## src/rtl/yeah_cwc_pkg.sv

```systemverilog
`default_nettype none
package yeah_cwc_pkg;

    localparam int unsigned RTT_W     = 24;
    localparam int unsigned WORD_W    = 32;
    localparam int unsigned CFG_W     = 16;
    localparam int unsigned CFG_IDX_W = 3;
    localparam int unsigned CNT_W     = 16;
    localparam int unsigned FAST_W    = 17;

    // serial divider and multiplier operand widths
    localparam int unsigned DIVIDEND_W = 56;
    localparam int unsigned DIVISOR_W  = 24;
    localparam int unsigned MUL_A_W    = 32;
    localparam int unsigned MUL_B_W    = 24;
    localparam int unsigned PROD_W     = MUL_A_W + MUL_B_W;
    localparam int unsigned DIV_CNT_W  = $clog2(DIVIDEND_W + 1);
    localparam int unsigned MUL_CNT_W  = $clog2(MUL_B_W + 1);

    localparam logic [WORD_W-1:0] RENO_FLOOR  = WORD_W'(2);
    localparam logic [CNT_W-1:0]  MIN_SAMPLES = CNT_W'(2);

    typedef enum logic [1:0] {
        CMD_RTT   = 2'd0,
        CMD_ACK   = 2'd1,
        CMD_STATE = 2'd2,
        CMD_LOSS  = 2'd3
    } t_cmd;

    typedef enum logic [1:0] {
        GROWTH_SLOW_START = 2'd0,
        GROWTH_SCALABLE   = 2'd1,
        GROWTH_RENO       = 2'd2
    } t_growth;

    localparam logic [CFG_IDX_W-1:0] CFG_BACKLOG_LIMIT   = 3'd0;
    localparam logic [CFG_IDX_W-1:0] CFG_DRAIN_DIVISOR   = 3'd1;
    localparam logic [CFG_IDX_W-1:0] CFG_LOSS_SHIFT      = 3'd2;
    localparam logic [CFG_IDX_W-1:0] CFG_DECONGEST_SHIFT = 3'd3;
    localparam logic [CFG_IDX_W-1:0] CFG_DELAY_RATIO     = 3'd4;
    localparam logic [CFG_IDX_W-1:0] CFG_COMPETE_ROUNDS  = 3'd5;
    localparam logic [CFG_IDX_W-1:0] CFG_FAST_RESET      = 3'd6;
    localparam logic [CFG_IDX_W-1:0] CFG_SEGMENT_BYTES   = 3'd7;

    typedef enum logic [3:0] {
        S_IDLE,
        S_DECODE,
        S_DIV_SEG,
        S_MUL_Q,
        S_DIV_Q,
        S_DIV_CUT,
        S_MUL_W,
        S_ROUND,
        S_MUL_LOSS,
        S_DONE
    } t_state;

endpackage
`default_nettype wire

```

## src/rtl/yeah_cwc_in_if.sv

```systemverilog
`default_nettype none
interface yeah_cwc_in_if;
    logic        valid;
    logic        ready;
    logic [1:0]  cmd;
    logic [23:0] rtt_us;
    logic [31:0] cwnd_bytes;
    logic [31:0] ssthresh_bytes;
    logic [31:0] acked_seq;
    logic [31:0] next_seq;
    logic [31:0] in_flight_bytes;
    logic        state_open;

    modport source (output valid, cmd, rtt_us, cwnd_bytes, ssthresh_bytes, acked_seq,
                    next_seq, in_flight_bytes, state_open, input ready);
    modport sink (input valid, cmd, rtt_us, cwnd_bytes, ssthresh_bytes, acked_seq,
                  next_seq, in_flight_bytes, state_open, output ready);
endinterface
`default_nettype wire

```

## src/rtl/yeah_cwc_out_if.sv

```systemverilog
`default_nettype none
interface yeah_cwc_out_if;
    logic        valid;
    logic        ready;
    logic [1:0]  growth_mode;
    logic        round_done;
    logic        window_changed;
    logic [31:0] cwnd_out;
    logic [31:0] ssthresh_out;
    logic [31:0] queue_estimate;

    modport source (output valid, growth_mode, round_done, window_changed, cwnd_out,
                    ssthresh_out, queue_estimate, input ready);
    modport sink (input valid, growth_mode, round_done, window_changed, cwnd_out,
                  ssthresh_out, queue_estimate, output ready);
endinterface
`default_nettype wire

```

## src/rtl/yeah_cwc_div.sv

```systemverilog
`default_nettype none
// Restoring divider, one quotient bit per cycle.
module yeah_cwc_div (
    input  wire                                 i_clk,
    input  wire                                 i_rst_n,
    input  wire                                 i_start,
    input  wire [yeah_cwc_pkg::DIVIDEND_W-1:0]  i_dividend,
    input  wire [yeah_cwc_pkg::DIVISOR_W-1:0]   i_divisor,
    output logic [yeah_cwc_pkg::DIVIDEND_W-1:0] o_quot,
    output logic                                o_done
);
    localparam int unsigned DW = yeah_cwc_pkg::DIVIDEND_W;
    localparam int unsigned VW = yeah_cwc_pkg::DIVISOR_W;
    localparam int unsigned CW = yeah_cwc_pkg::DIV_CNT_W;

    logic [DW-1:0] r_quot;
    logic [VW-1:0] r_rem;
    logic [VW-1:0] r_div;
    logic [CW-1:0] r_cnt;
    logic          r_busy;
    logic          r_done;
    logic [VW:0]   trial;
    logic          fits;

    assign trial = {r_rem, r_quot[DW-1]};
    assign fits  = trial >= {1'b0, r_div};

    always_ff @(posedge i_clk) begin
        if (!i_rst_n) begin
            r_busy <= 1'b0;
            r_done <= 1'b0;
            r_cnt  <= '0;
        end else begin
            r_done <= 1'b0;
            if (i_start) begin
                r_busy <= 1'b1;
                r_cnt  <= CW'(DW);
            end else if (r_busy) begin
                r_cnt <= r_cnt - CW'(1);
                if (r_cnt == CW'(1)) begin
                    r_busy <= 1'b0;
                    r_done <= 1'b1;
                end
            end
        end
    end

    always_ff @(posedge i_clk) begin
        if (i_start) begin
            r_quot <= i_dividend;
            r_rem  <= '0;
            r_div  <= i_divisor;
        end else if (r_busy) begin
            r_quot <= {r_quot[DW-2:0], fits};
            r_rem  <= fits ? VW'(trial - {1'b0, r_div}) : trial[VW-1:0];
        end
    end

    assign o_quot = r_quot;
    assign o_done = r_done;
endmodule
`default_nettype wire

```

## src/rtl/yeah_cwc_mul.sv

```systemverilog
`default_nettype none
// Shift-add multiplier, one multiplier bit per cycle.
module yeah_cwc_mul (
    input  wire                              i_clk,
    input  wire                              i_rst_n,
    input  wire                              i_start,
    input  wire [yeah_cwc_pkg::MUL_A_W-1:0]  i_a,
    input  wire [yeah_cwc_pkg::MUL_B_W-1:0]  i_b,
    output logic [yeah_cwc_pkg::PROD_W-1:0]  o_prod,
    output logic                             o_done
);
    localparam int unsigned PW = yeah_cwc_pkg::PROD_W;
    localparam int unsigned BW = yeah_cwc_pkg::MUL_B_W;
    localparam int unsigned CW = yeah_cwc_pkg::MUL_CNT_W;

    logic [PW-1:0] r_a;
    logic [BW-1:0] r_b;
    logic [PW-1:0] r_acc;
    logic [CW-1:0] r_cnt;
    logic          r_busy;
    logic          r_done;

    always_ff @(posedge i_clk) begin
        if (!i_rst_n) begin
            r_busy <= 1'b0;
            r_done <= 1'b0;
            r_cnt  <= '0;
        end else begin
            r_done <= 1'b0;
            if (i_start) begin
                r_busy <= 1'b1;
                r_cnt  <= CW'(BW);
            end else if (r_busy) begin
                r_cnt <= r_cnt - CW'(1);
                if (r_cnt == CW'(1)) begin
                    r_busy <= 1'b0;
                    r_done <= 1'b1;
                end
            end
        end
    end

    always_ff @(posedge i_clk) begin
        if (i_start) begin
            r_a   <= PW'(i_a);
            r_b   <= i_b;
            r_acc <= '0;
        end else if (r_busy) begin
            if (r_b[0]) begin
                r_acc <= r_acc + r_a;
            end
            r_a <= {r_a[PW-2:0], 1'b0};
            r_b <= {1'b0, r_b[BW-1:1]};
        end
    end

    assign o_prod = r_acc;
    assign o_done = r_done;
endmodule
`default_nettype wire

```

## src/rtl/yeah_congestion_window_control_top.sv

```systemverilog
`default_nettype none
// YeAH congestion window decision block. One event is taken at a time.
// An RTT sample, a state change, and an ACK step that does not close a
// round evaluated with more than two samples go from the decode state
// to the result register. A loss runs a 56-step division of the flight
// size by the segment size, then a 24-step multiply. An ACK step that
// closes an evaluated round runs two 56-step divisions and a 24-step
// multiply, plus a further 56-step division and 24-step multiply when
// decongestion applies. All of these share the single serial divider and
// the single serial multiplier. The result register lets the next event
// enter while a result waits for transfer.
module yeah_congestion_window_control_top (
    input  wire          i_clk,
    input  wire          i_rst_n,
    input  wire          i_cfg_we,
    input  wire [2:0]    i_cfg_idx,
    input  wire [15:0]   i_cfg_data,
    yeah_cwc_in_if.sink  i_req,
    yeah_cwc_out_if.source o_rsp
);
    localparam int unsigned WW = yeah_cwc_pkg::WORD_W;
    localparam int unsigned RW = yeah_cwc_pkg::RTT_W;
    localparam int unsigned PW = yeah_cwc_pkg::PROD_W;
    localparam int unsigned DW = yeah_cwc_pkg::DIVIDEND_W;
    localparam int unsigned VW = yeah_cwc_pkg::DIVISOR_W;
    localparam int unsigned AW = yeah_cwc_pkg::MUL_A_W;
    localparam int unsigned BW = yeah_cwc_pkg::MUL_B_W;
    localparam int unsigned NW = yeah_cwc_pkg::CNT_W;
    localparam int unsigned FW = yeah_cwc_pkg::FAST_W;

    // configuration
    logic [15:0] r_backlog_limit;
    logic [7:0]  r_drain_divisor;
    logic [4:0]  r_loss_shift;
    logic [4:0]  r_decongest_shift;
    logic [7:0]  r_delay_ratio;
    logic [15:0] r_compete_rounds;
    logic [15:0] r_fast_reset_rounds;
    logic [15:0] r_segment_bytes;

    always_ff @(posedge i_clk) begin
        if (!i_rst_n) begin
            r_backlog_limit     <= 16'd80;
            r_drain_divisor     <= 8'd1;
            r_loss_shift        <= 5'd3;
            r_decongest_shift   <= 5'd1;
            r_delay_ratio       <= 8'd8;
            r_compete_rounds    <= 16'd16;
            r_fast_reset_rounds <= 16'd50;
            r_segment_bytes     <= 16'd536;
        end else if (i_cfg_we) begin
            case (i_cfg_idx)
                yeah_cwc_pkg::CFG_BACKLOG_LIMIT:   r_backlog_limit     <= i_cfg_data;
                yeah_cwc_pkg::CFG_DRAIN_DIVISOR:   r_drain_divisor     <= i_cfg_data[7:0];
                yeah_cwc_pkg::CFG_LOSS_SHIFT:      r_loss_shift        <= i_cfg_data[4:0];
                yeah_cwc_pkg::CFG_DECONGEST_SHIFT: r_decongest_shift   <= i_cfg_data[4:0];
                yeah_cwc_pkg::CFG_DELAY_RATIO:     r_delay_ratio       <= i_cfg_data[7:0];
                yeah_cwc_pkg::CFG_COMPETE_ROUNDS:  r_compete_rounds    <= i_cfg_data;
                yeah_cwc_pkg::CFG_FAST_RESET:      r_fast_reset_rounds <= i_cfg_data;
                yeah_cwc_pkg::CFG_SEGMENT_BYTES:   r_segment_bytes     <= i_cfg_data;
                default: ;
            endcase
        end
    end

    // latched event
    yeah_cwc_pkg::t_cmd r_cmd;
    logic [RW-1:0] r_rtt;
    logic [WW-1:0] r_cwnd, r_ssth, r_acked, r_nxt, r_flight;
    logic          r_open;

    // connection state
    logic [RW-1:0] r_base, n_base, r_rmin, n_rmin;
    logic [NW-1:0] r_cnt, n_cnt;
    logic          r_active, n_active;
    logic [WW-1:0] r_rend, n_rend, r_lastq, n_lastq, r_slow, n_slow, r_reno, n_reno;
    logic [FW-1:0] r_fast, n_fast;

    // work registers
    logic [WW-1:0] r_segq, n_segq, r_queue, n_queue;
    logic          r_slow_flag, n_slow_flag;

    // pending result
    logic [1:0]    r_res_growth, n_res_growth;
    logic          r_res_done, n_res_done, r_res_chg, n_res_chg;
    logic [WW-1:0] r_res_cwnd, n_res_cwnd, r_res_ssth, n_res_ssth;

    // output register
    logic          r_o_valid;
    logic [1:0]    r_o_growth;
    logic          r_o_done, r_o_chg;
    logic [WW-1:0] r_o_cwnd, r_o_ssth, r_o_queue;
    logic          out_load;

    yeah_cwc_pkg::t_state r_state, n_state;

    logic          div_start, div_done, mul_start, mul_done;
    logic [DW-1:0] div_dividend, div_quot;
    logic [VW-1:0] div_divisor;
    logic [AW-1:0] mul_a;
    logic [BW-1:0] mul_b;
    logic [PW-1:0] mul_prod;

    yeah_cwc_div u_div (
        .i_clk      (i_clk),
        .i_rst_n    (i_rst_n),
        .i_start    (div_start),
        .i_dividend (div_dividend),
        .i_divisor  (div_divisor),
        .o_quot     (div_quot),
        .o_done     (div_done)
    );

    yeah_cwc_mul u_mul (
        .i_clk   (i_clk),
        .i_rst_n (i_rst_n),
        .i_start (mul_start),
        .i_a     (mul_a),
        .i_b     (mul_b),
        .o_prod  (mul_prod),
        .o_done  (mul_done)
    );

    logic          accept;
    logic [15:0]   seg;
    logic [7:0]    drain;
    logic [RW-1:0] qdelay;
    logic [WW-1:0] quot32;

    assign accept   = i_req.valid && i_req.ready;
    assign i_req.ready = (r_state == yeah_cwc_pkg::S_IDLE);
    assign seg      = (r_segment_bytes == '0) ? 16'd1 : r_segment_bytes;
    assign drain    = (r_drain_divisor == '0) ? 8'd1 : r_drain_divisor;
    assign qdelay   = (r_rmin > r_base) ? r_rmin - r_base : '0;
    assign quot32   = div_quot[WW-1:0];

    always_comb begin
        logic [WW-1:0] half, cut, diff, newseg, renov;
        logic [RW+7:0] dprod;
        logic [FW-1:0] fastv;
        logic          over;

        n_state      = r_state;
        n_base       = r_base;
        n_rmin       = r_rmin;
        n_cnt        = r_cnt;
        n_active     = r_active;
        n_rend       = r_rend;
        n_lastq      = r_lastq;
        n_slow       = r_slow;
        n_reno       = r_reno;
        n_fast       = r_fast;
        n_segq       = r_segq;
        n_queue      = r_queue;
        n_slow_flag  = r_slow_flag;
        n_res_growth = r_res_growth;
        n_res_done   = r_res_done;
        n_res_chg    = r_res_chg;
        n_res_cwnd   = r_res_cwnd;
        n_res_ssth   = r_res_ssth;
        div_start    = 1'b0;
        div_dividend = DW'(r_cwnd);
        div_divisor  = VW'(seg);
        mul_start    = 1'b0;
        mul_a        = quot32;
        mul_b        = BW'(seg);
        out_load     = 1'b0;
        half         = '0;
        cut          = '0;
        diff         = '0;
        newseg       = '0;
        renov        = '0;
        dprod        = '0;
        fastv        = '0;
        over         = 1'b0;

        case (r_state)
            yeah_cwc_pkg::S_IDLE: begin
                if (accept) begin
                    n_res_growth = yeah_cwc_pkg::GROWTH_SLOW_START;
                    n_res_done   = 1'b0;
                    n_res_chg    = 1'b0;
                    n_res_cwnd   = '0;
                    n_res_ssth   = '0;
                    n_state      = yeah_cwc_pkg::S_DECODE;
                end
            end
            yeah_cwc_pkg::S_DECODE: begin
                n_state = yeah_cwc_pkg::S_DONE;
                case (r_cmd)
                    yeah_cwc_pkg::CMD_RTT: begin
                        if (r_rtt != '0) begin
                            if (r_rtt < r_rmin) n_rmin = r_rtt;
                            if (r_rtt < r_base) n_base = r_rtt;
                            if (r_cnt != '1) n_cnt = r_cnt + NW'(1);
                        end
                    end
                    yeah_cwc_pkg::CMD_ACK: begin
                        if (r_cwnd < r_ssth) begin
                            n_res_growth = yeah_cwc_pkg::GROWTH_SLOW_START;
                        end else if (r_slow == '0) begin
                            n_res_growth = yeah_cwc_pkg::GROWTH_SCALABLE;
                        end else begin
                            n_res_growth = yeah_cwc_pkg::GROWTH_RENO;
                        end
                        diff = r_acked - r_rend;
                        if (!diff[WW-1]) begin
                            n_res_done = 1'b1;
                            if (r_cnt > yeah_cwc_pkg::MIN_SAMPLES) begin
                                div_start = 1'b1;
                                n_state = yeah_cwc_pkg::S_DIV_SEG;
                            end else begin
                                n_rend = r_nxt;
                                n_cnt  = '0;
                                n_rmin = '1;
                            end
                        end
                    end
                    yeah_cwc_pkg::CMD_STATE: begin
                        n_active = r_open;
                        if (r_open) begin
                            n_rend = r_nxt;
                            n_cnt  = '0;
                            n_rmin = '1;
                        end
                    end
                    default: begin
                        div_dividend = DW'(r_flight);
                        div_start    = 1'b1;
                        n_state = yeah_cwc_pkg::S_DIV_SEG;
                    end
                endcase
            end
            yeah_cwc_pkg::S_DIV_SEG: begin
                if (div_done) begin
                    if (r_cmd == yeah_cwc_pkg::CMD_LOSS) begin
                        half = (quot32 >> 1) > yeah_cwc_pkg::RENO_FLOOR ?
                               (quot32 >> 1) : yeah_cwc_pkg::RENO_FLOOR;
                        if (r_slow < WW'(r_compete_rounds)) begin
                            cut = (quot32 >> r_loss_shift) > r_lastq ?
                                  (quot32 >> r_loss_shift) : r_lastq;
                            if (half < cut) cut = half;
                        end else begin
                            cut = half;
                        end
                        mul_a     = cut;
                        mul_start = 1'b1;
                        n_state = yeah_cwc_pkg::S_MUL_LOSS;
                    end else begin
                        n_segq    = quot32;
                        mul_b     = qdelay;
                        mul_start = 1'b1;
                        n_state = yeah_cwc_pkg::S_MUL_Q;
                    end
                end
            end
            yeah_cwc_pkg::S_MUL_Q: begin
                if (mul_done) begin
                    div_dividend = mul_prod;
                    div_divisor  = r_rmin;
                    div_start    = 1'b1;
                    n_state = yeah_cwc_pkg::S_DIV_Q;
                end
            end
            yeah_cwc_pkg::S_DIV_Q: begin
                if (div_done) begin
                    n_queue = quot32;
                    over  = quot32 > WW'(r_backlog_limit);
                    dprod = qdelay * r_delay_ratio;
                    n_slow_flag = over || (dprod > (RW+8)'(r_base));
                    if (over && r_segq > r_reno) begin
                        div_dividend = DW'(quot32);
                        div_divisor  = VW'(drain);
                        div_start    = 1'b1;
                        n_state = yeah_cwc_pkg::S_DIV_CUT;
                    end else begin
                        n_state = yeah_cwc_pkg::S_ROUND;
                    end
                end
            end
            yeah_cwc_pkg::S_DIV_CUT: begin
                if (div_done) begin
                    cut = (r_segq >> r_decongest_shift);
                    if (quot32 < cut) cut = quot32;
                    diff   = r_segq - cut;
                    newseg = (diff > r_reno) ? diff : r_reno;
                    n_segq = newseg;
                    mul_a  = newseg;
                    mul_start = 1'b1;
                    n_state = yeah_cwc_pkg::S_MUL_W;
                end
            end
            yeah_cwc_pkg::S_MUL_W: begin
                if (mul_done) begin
                    n_res_chg  = 1'b1;
                    n_res_cwnd = (mul_prod[PW-1:WW] != '0) ? '1 : mul_prod[WW-1:0];
                    n_res_ssth = n_res_cwnd;
                    n_state = yeah_cwc_pkg::S_ROUND;
                end
            end
            yeah_cwc_pkg::S_ROUND: begin
                if (r_slow_flag) begin
                    if (r_reno <= yeah_cwc_pkg::RENO_FLOOR) begin
                        renov  = r_segq >> 1;
                        n_reno = (renov > yeah_cwc_pkg::RENO_FLOOR) ?
                                 renov : yeah_cwc_pkg::RENO_FLOOR;
                    end else if (r_reno != '1) begin
                        n_reno = r_reno + WW'(1);
                    end
                    if (r_slow != '1) n_slow = r_slow + WW'(1);
                end else begin
                    fastv = (r_fast != '1) ? r_fast + FW'(1) : r_fast;
                    if (fastv > FW'(r_fast_reset_rounds)) begin
                        n_reno = yeah_cwc_pkg::RENO_FLOOR;
                        n_fast = '0;
                    end else begin
                        n_fast = fastv;
                    end
                    n_slow = '0;
                end
                n_lastq = r_queue;
                n_rend  = r_nxt;
                n_cnt   = '0;
                n_rmin  = '1;
                n_state = yeah_cwc_pkg::S_DONE;
            end
            yeah_cwc_pkg::S_MUL_LOSS: begin
                if (mul_done) begin
                    n_res_ssth = (mul_prod >= PW'(r_flight)) ? '0 :
                                 r_flight - mul_prod[WW-1:0];
                    n_fast = '0;
                    renov  = r_reno >> 1;
                    n_reno = (renov > yeah_cwc_pkg::RENO_FLOOR) ?
                             renov : yeah_cwc_pkg::RENO_FLOOR;
                    n_state = yeah_cwc_pkg::S_DONE;
                end
            end
            yeah_cwc_pkg::S_DONE: begin
                if (!r_o_valid || o_rsp.ready) begin
                    out_load = 1'b1;
                    n_state  = yeah_cwc_pkg::S_IDLE;
                end
            end
            default: n_state = yeah_cwc_pkg::S_IDLE;
        endcase
    end

    always_ff @(posedge i_clk) begin
        if (!i_rst_n) begin
            r_state  <= yeah_cwc_pkg::S_IDLE;
            r_base   <= '1;
            r_rmin   <= '1;
            r_cnt    <= '0;
            r_active <= 1'b1;
            r_rend   <= '0;
            r_lastq  <= '0;
            r_slow   <= '0;
            r_reno   <= yeah_cwc_pkg::RENO_FLOOR;
            r_fast   <= '0;
        end else begin
            r_state  <= n_state;
            r_base   <= n_base;
            r_rmin   <= n_rmin;
            r_cnt    <= n_cnt;
            r_active <= n_active;
            r_rend   <= n_rend;
            r_lastq  <= n_lastq;
            r_slow   <= n_slow;
            r_reno   <= n_reno;
            r_fast   <= n_fast;
        end
    end

    always_ff @(posedge i_clk) begin
        if (accept) begin
            r_cmd    <= yeah_cwc_pkg::t_cmd'(i_req.cmd);
            r_rtt    <= i_req.rtt_us;
            r_cwnd   <= i_req.cwnd_bytes;
            r_ssth   <= i_req.ssthresh_bytes;
            r_acked  <= i_req.acked_seq;
            r_nxt    <= i_req.next_seq;
            r_flight <= i_req.in_flight_bytes;
            r_open   <= i_req.state_open;
        end
        r_segq       <= n_segq;
        r_queue      <= n_queue;
        r_slow_flag  <= n_slow_flag;
        r_res_growth <= n_res_growth;
        r_res_done   <= n_res_done;
        r_res_chg    <= n_res_chg;
        r_res_cwnd   <= n_res_cwnd;
        r_res_ssth   <= n_res_ssth;
    end

    // result register: hold until transfer
    always_ff @(posedge i_clk) begin
        if (!i_rst_n) begin
            r_o_valid <= 1'b0;
        end else if (out_load) begin
            r_o_valid <= 1'b1;
        end else if (o_rsp.ready) begin
            r_o_valid <= 1'b0;
        end
    end

    always_ff @(posedge i_clk) begin
        if (out_load) begin
            r_o_growth <= r_res_growth;
            r_o_done   <= r_res_done;
            r_o_chg    <= r_res_chg;
            r_o_cwnd   <= r_res_cwnd;
            r_o_ssth   <= r_res_ssth;
            r_o_queue  <= r_lastq;
        end
    end

    assign o_rsp.valid          = r_o_valid;
    assign o_rsp.growth_mode    = r_o_growth;
    assign o_rsp.round_done     = r_o_done;
    assign o_rsp.window_changed = r_o_chg;
    assign o_rsp.cwnd_out       = r_o_cwnd;
    assign o_rsp.ssthresh_out   = r_o_ssth;
    assign o_rsp.queue_estimate = r_o_queue;

`ifndef NO_ASSERTIONS
    a_units_exclusive: assert property (@(posedge i_clk) disable iff (!i_rst_n)
        !(div_done && mul_done))
        else $error("divider and multiplier finished together");

    a_one_at_a_time: assert property (@(posedge i_clk) disable iff (!i_rst_n)
        accept |=> !i_req.ready)
        else $error("event taken while another is in progress");

    a_load_when_free: assert property (@(posedge i_clk) disable iff (!i_rst_n)
        out_load |-> (!r_o_valid || o_rsp.ready))
        else $error("result register overwritten before transfer");
`endif
endmodule
`default_nettype wire

```

## src/flat_wrapper.sv

```systemverilog
// flat-port wrapper written by rule: the top's interface ports become plain ports
module yeah_congestion_window_control_top_flat 
  (i_clk, i_rst_n, i_cfg_we, i_cfg_idx, i_cfg_data, i_req_valid, i_req_cmd, i_req_rtt_us, i_req_cwnd_bytes, i_req_ssthresh_bytes, i_req_acked_seq, i_req_next_seq, i_req_in_flight_bytes, i_req_state_open, i_req_ready, o_rsp_valid, o_rsp_growth_mode, o_rsp_round_done, o_rsp_window_changed, o_rsp_cwnd_out, o_rsp_ssthresh_out, o_rsp_queue_estimate, o_rsp_ready);
  yeah_cwc_in_if i_req_i ();
  yeah_cwc_out_if o_rsp_i ();
  input  wire i_clk;
  input  wire i_rst_n;
  input  wire i_cfg_we;
  input  wire [2:0] i_cfg_idx;
  input  wire [15:0] i_cfg_data;
  input wire logic [$bits(i_req_i.valid)-1:0] i_req_valid;
  input wire logic [$bits(i_req_i.cmd)-1:0] i_req_cmd;
  input wire logic [$bits(i_req_i.rtt_us)-1:0] i_req_rtt_us;
  input wire logic [$bits(i_req_i.cwnd_bytes)-1:0] i_req_cwnd_bytes;
  input wire logic [$bits(i_req_i.ssthresh_bytes)-1:0] i_req_ssthresh_bytes;
  input wire logic [$bits(i_req_i.acked_seq)-1:0] i_req_acked_seq;
  input wire logic [$bits(i_req_i.next_seq)-1:0] i_req_next_seq;
  input wire logic [$bits(i_req_i.in_flight_bytes)-1:0] i_req_in_flight_bytes;
  input wire logic [$bits(i_req_i.state_open)-1:0] i_req_state_open;
  output wire logic [$bits(i_req_i.ready)-1:0] i_req_ready;
  output wire logic [$bits(o_rsp_i.valid)-1:0] o_rsp_valid;
  output wire logic [$bits(o_rsp_i.growth_mode)-1:0] o_rsp_growth_mode;
  output wire logic [$bits(o_rsp_i.round_done)-1:0] o_rsp_round_done;
  output wire logic [$bits(o_rsp_i.window_changed)-1:0] o_rsp_window_changed;
  output wire logic [$bits(o_rsp_i.cwnd_out)-1:0] o_rsp_cwnd_out;
  output wire logic [$bits(o_rsp_i.ssthresh_out)-1:0] o_rsp_ssthresh_out;
  output wire logic [$bits(o_rsp_i.queue_estimate)-1:0] o_rsp_queue_estimate;
  input wire logic [$bits(o_rsp_i.ready)-1:0] o_rsp_ready;
  assign i_req_i.valid = i_req_valid;
  assign i_req_i.cmd = i_req_cmd;
  assign i_req_i.rtt_us = i_req_rtt_us;
  assign i_req_i.cwnd_bytes = i_req_cwnd_bytes;
  assign i_req_i.ssthresh_bytes = i_req_ssthresh_bytes;
  assign i_req_i.acked_seq = i_req_acked_seq;
  assign i_req_i.next_seq = i_req_next_seq;
  assign i_req_i.in_flight_bytes = i_req_in_flight_bytes;
  assign i_req_i.state_open = i_req_state_open;
  assign i_req_ready = i_req_i.ready;
  assign o_rsp_valid = o_rsp_i.valid;
  assign o_rsp_growth_mode = o_rsp_i.growth_mode;
  assign o_rsp_round_done = o_rsp_i.round_done;
  assign o_rsp_window_changed = o_rsp_i.window_changed;
  assign o_rsp_cwnd_out = o_rsp_i.cwnd_out;
  assign o_rsp_ssthresh_out = o_rsp_i.ssthresh_out;
  assign o_rsp_queue_estimate = o_rsp_i.queue_estimate;
  assign o_rsp_i.ready = o_rsp_ready;
  yeah_congestion_window_control_top u_core (.i_clk(i_clk), .i_rst_n(i_rst_n), .i_cfg_we(i_cfg_we), .i_cfg_idx(i_cfg_idx), .i_cfg_data(i_cfg_data), .i_req(i_req_i), .o_rsp(o_rsp_i));
endmodule
```

## config.mk

```make
export PLATFORM = sky130hd
export DESIGN_NAME = yeah_congestion_window_control_top_flat
export DESIGN_NICKNAME = d
export VERILOG_FILES = /design/src/rtl/yeah_cwc_pkg.sv /design/src/rtl/yeah_cwc_in_if.sv /design/src/rtl/yeah_cwc_out_if.sv /design/src/rtl/yeah_cwc_div.sv /design/src/rtl/yeah_cwc_mul.sv /design/src/rtl/yeah_congestion_window_control_top.sv /design/src/flat_wrapper.sv
export SDC_FILE = /design/constraint.sdc
export NUM_CORES = 2
export LEC_CHECK = 0
export ABC_AREA = 1
export ABC_CLOCK_PERIOD_IN_PS = 12480
export BUFFER_PORTS_ARGS = -buffer_cell sky130_fd_sc_hd__buf_2
export CORE_MARGIN = 10
export CORE_UTILIZATION = 35
export DETAILED_ROUTE_END_ITERATION = 16
export GPL_TIMING_DRIVEN = 0
export HOLD_SLACK_MARGIN = 0.15
export PLACE_DENSITY = 0.63
export SYNTH_ARGS = -nofsm -noshare
export SYNTH_HDL_FRONTEND = slang
export SYNTH_SLANG_ARGS = --single-unit
```

## constraint.sdc

```tcl
create_clock -name i_clk -period 12.48 [get_ports i_clk]
set_input_delay 1.248 -clock i_clk [delete_from_list [all_inputs] [get_ports i_clk]]
set_output_delay 1.248 -clock i_clk [all_outputs]
set_load 0.05 [all_outputs]
```

==> impl_metrics.json <==
{
  "status": "completed",
  "wl_per_cell_um": 22.2,
  "ios": 313,
  "powerDensity_nw_per_um2": 235,
  "fp-row-count": 158,
  "power_frac_comb": 0.527,
  "syn_area_um2": 65500,
  "clkTransAtPathRegs_ps": 70,
  "synthTopCellsByArea": "edfxtp_1 (25%), dfxtp_1 (13%), ha_1 (11%)",
  "postCtsSetupBuffers": 0,
  "yosys.area.top_type": "edfxtp_1",
  "syn2layout_area_growth_pct": 13.6,
  "syn_nets": 9080,
  "crit_buf_inv": 9,
  "cts_max_level": 3,
  "drive_gt1_frac": 0.0741,
  "switchingPower_mw": 8.35,
  "synth_mux_area_frac": 0.00336,
  "leakage_nw": 32.2,
  "cts_root_buf": "clkbuf_16",
  "criticalPathCategory": "register to register",
  "ys.flop_type": "edfxtp_1",
  "dieHeight_um": 453,
  "grt_max_degree": 57,
  "critPathLaunchType": "register",
  "netlist_instances": 8133,
  "dpl_worst_slack_ps": 2430,
  "synth_seq_cells": 979,
  "vias_per_cell": 5.40,
  "finalNetCount": 9519,
  "seqPwrFrac": 0.276,
  "cts_resized": 0,
  "relSlewSlack": 0.0661,
  "ir_drop_mv": 0.151,
  "grt_pass1_wl_um": 365000,
  "synth.yosys.seq_area_share": 0.384,
  "min_path_type": "register to register",
  "max_clock_freq_mhz": 96.8,
  "grt-ovfl-total": 0,
  "yosys.area_share.adder": 0.156,
  "finalPower_mw": 17.5,
  "synth_cell_type_count": 69,
  "die_x_um": 453,
  "drt_wl_total_um": 248000,
  "insertion_delay_ps": 810,
  "dp_hpwl_um": 199000,
  "period_share": 0.828,
  "antenna_left": 0,
  "power_frac_clock": 0.197,
  "cts_tree": "built",
  "grt_pass1_vias": 57400,
  "fin_hold_ws_ps": 398,
  "syn_avg_cell_area_um2": 8.05,
  "setup_slack_ps": 2150,
  "gp_congestion": 0.990,
  "synth.most_common_cell": "nand2_1",
  "finalSetupViolCount": 0,
  "synth-edff-count": 556,
  "track_usage": 0.232,
  "synth_top_area_frac": 0.255,
  "first_pass_iters": 6,
  "worstPathArrival_ps": 10880,
  "die_area_um2": 205000,
  "drc": 0,
  "antenna_found_initial": 14,
  "vias": 60300,
  "synth_top_family_by_area": "simple AND/OR/NAND/NOR gates",
  "crit_top_cell": "nand2_1",
  "cp.required_ps": 13030,
  "yosysWarnings": 0,
  "max_cap_viol_count": 0,
  "fin_crit_ps": 10330,
  "yosys-top-cells-count": "nand2_1 (1393), inv_1 (1046), a21oi_1 (849)",
  "cp_slowest_cell": "o21ai_0",
  "tightest_slew_ps": 1400,
  "port_buffers": 311,
  "fin_skew_ps": 72.3,
  "p_int_mw": 9.14,
  "slew_violations": 0,
  "clock_sinks": 979,
  "critPathTopFamily": "compound AO/OA/AOI/OAI gates",
  "cts_buffers": 111,
  "slowest_delay_ps": 780,
  "synth-simple-area-share": 0.177,
  "cts.path.max_buffers": 3,
  "rsz0062_at_grt": "false",
  "start_util": 0.352,
  "hold_viol": 0,
  "switching_share": 0.477,
  "synth_xor_area_frac": 0.0233,
  "core_um2": 186000,
  "cts_hold_buf": 0,
  "cp-end-kind": "register",
  "async_reset_ff_frac": 0,
  "synth_compound_area_frac": 0.173,
  "critPathMaxFanout": 10,
  "drt_first_iter_violations": 5925
}
-- power groups by stage --
stage	clock (mW)	combinational (mW)	sequential, mW
after floorplan	0	6.27	4.63
after global placement	0	8.81	5.00
after detailed placement	0	9.02	4.88
after CTS	3.51	9.08	4.81
after global routing	3.62	10.3	4.85
final	3.44	9.22	4.83
-- worst register-to-register path: cells and delay by family (launching register included) --
family | cells | cell delay [ps]
AOI/OAI and AO/OA | 14 | 3560
and+or+nand+nor | 24 | 2790
buffers and inverters | 9 | 1830
adders and majority gates | 4 | 1220
xor gates and xnor gates | 1 | 360
DFF | 1 | 320
-- placed cells by master (no fill, tap or decap), types with 12 or more instances in the layout --
cell | netlist | routed
a22oi_1 | 12 | 12
edfxtp_1 | 556 | 556
clkinv_1 | 11 | 27
a31oi_1 | 47 | 46
nor4_1 | 54 | 54
xnor2_1 | 78 | 78
clkbuf_16 | 0 | 113
clkinv_2 | 0 | 16
a211oi_1 | 34 | 34
o211ai_1 | 89 | 89
buf_2 | 33 | 344
nand2_1 | 1393 | 1391
mux2i_1 | 22 | 22
o21ai_0 | 720 | 719
nor3_1 | 93 | 93
buf_1 | 27 | 27
diode_2 | 0 | 12
o221ai_1 | 57 | 57
fa_1 | 137 | 137
dfxtp_1 | 423 | 423
inv_2 | 14 | 14
nor2_1 | 731 | 728
ha_1 | 599 | 599
o22ai_1 | 23 | 23
bufinv_16 | 0 | 13
or2_2 | 30 | 30
a21o_1 | 18 | 18
nand3_1 | 355 | 355
o21ai_1 | 44 | 44
buf_12 | 0 | 14
clkbuf_1 | 260 | 276
a21oi_1 | 849 | 848
nand4_1 | 82 | 82
xor2_1 | 96 | 96
o21a_1 | 22 | 22
o21bai_1 | 46 | 46
inv_1 | 1046 | 1046
-- per-stage QoR --
step	utilization	instances	area (um^2)	setup TNS [ps]
2_1_floorplan	-	8133	65500	0
3_3_place_gp	0.378	10900	70200	-1085460
3_5_place_dp	0.380	10900	70500	0
4_1_cts	0.400	11100	74300	0
5_1_grt	0.400	11200	74300	0
6_report	0.400	11200	74400	0
-- cells by family after synthesis --
family	after synthesis
and+or+nand+nor	2778
AOI/OAI and AO/OA	2041
buffers and inverters	1403
DFF	979
adders and majority gates	736
xor gates and xnor gates	174
muxes	22
-- worst paths after layout --
kind	endpoint	slack (ps)	cells after the start	from
max	u_core.u_mul.r_a[22]	2150	52	u_core.r_decongest_shift[0]
min	u_core.o_rsp.cwnd_out[4]	400	0	u_core.r_res_cwnd[4]
max reg2reg	u_core.u_mul.r_a[22]	2150	52	u_core.r_decongest_shift[0]
min reg2reg	u_core.o_rsp.cwnd_out[4]	400	0	u_core.r_res_cwnd[4]
-- per-layer routing --
metal  global-route usage  share of wire
met1                0.299           0.42
met5                    0        0.00015
met3               0.0364          0.071
met4                0.113          0.056
met2                0.376           0.45
-- final cells by class --
type / instances / area, um^2
multi-input combinational: 5751 / 35000
clock inverter: 72 / 825
buffer: 332 / 1360
sequential: 979 / 25200
clock buffer: 137 / 2980
antenna: 12 / 30.0
fill: 19000 / 111000
timing repair buffer: 326 / 1860
tap: 2480 / 3100
inverter: 1071 / 4020
Power figures use the tool's default switching activity.
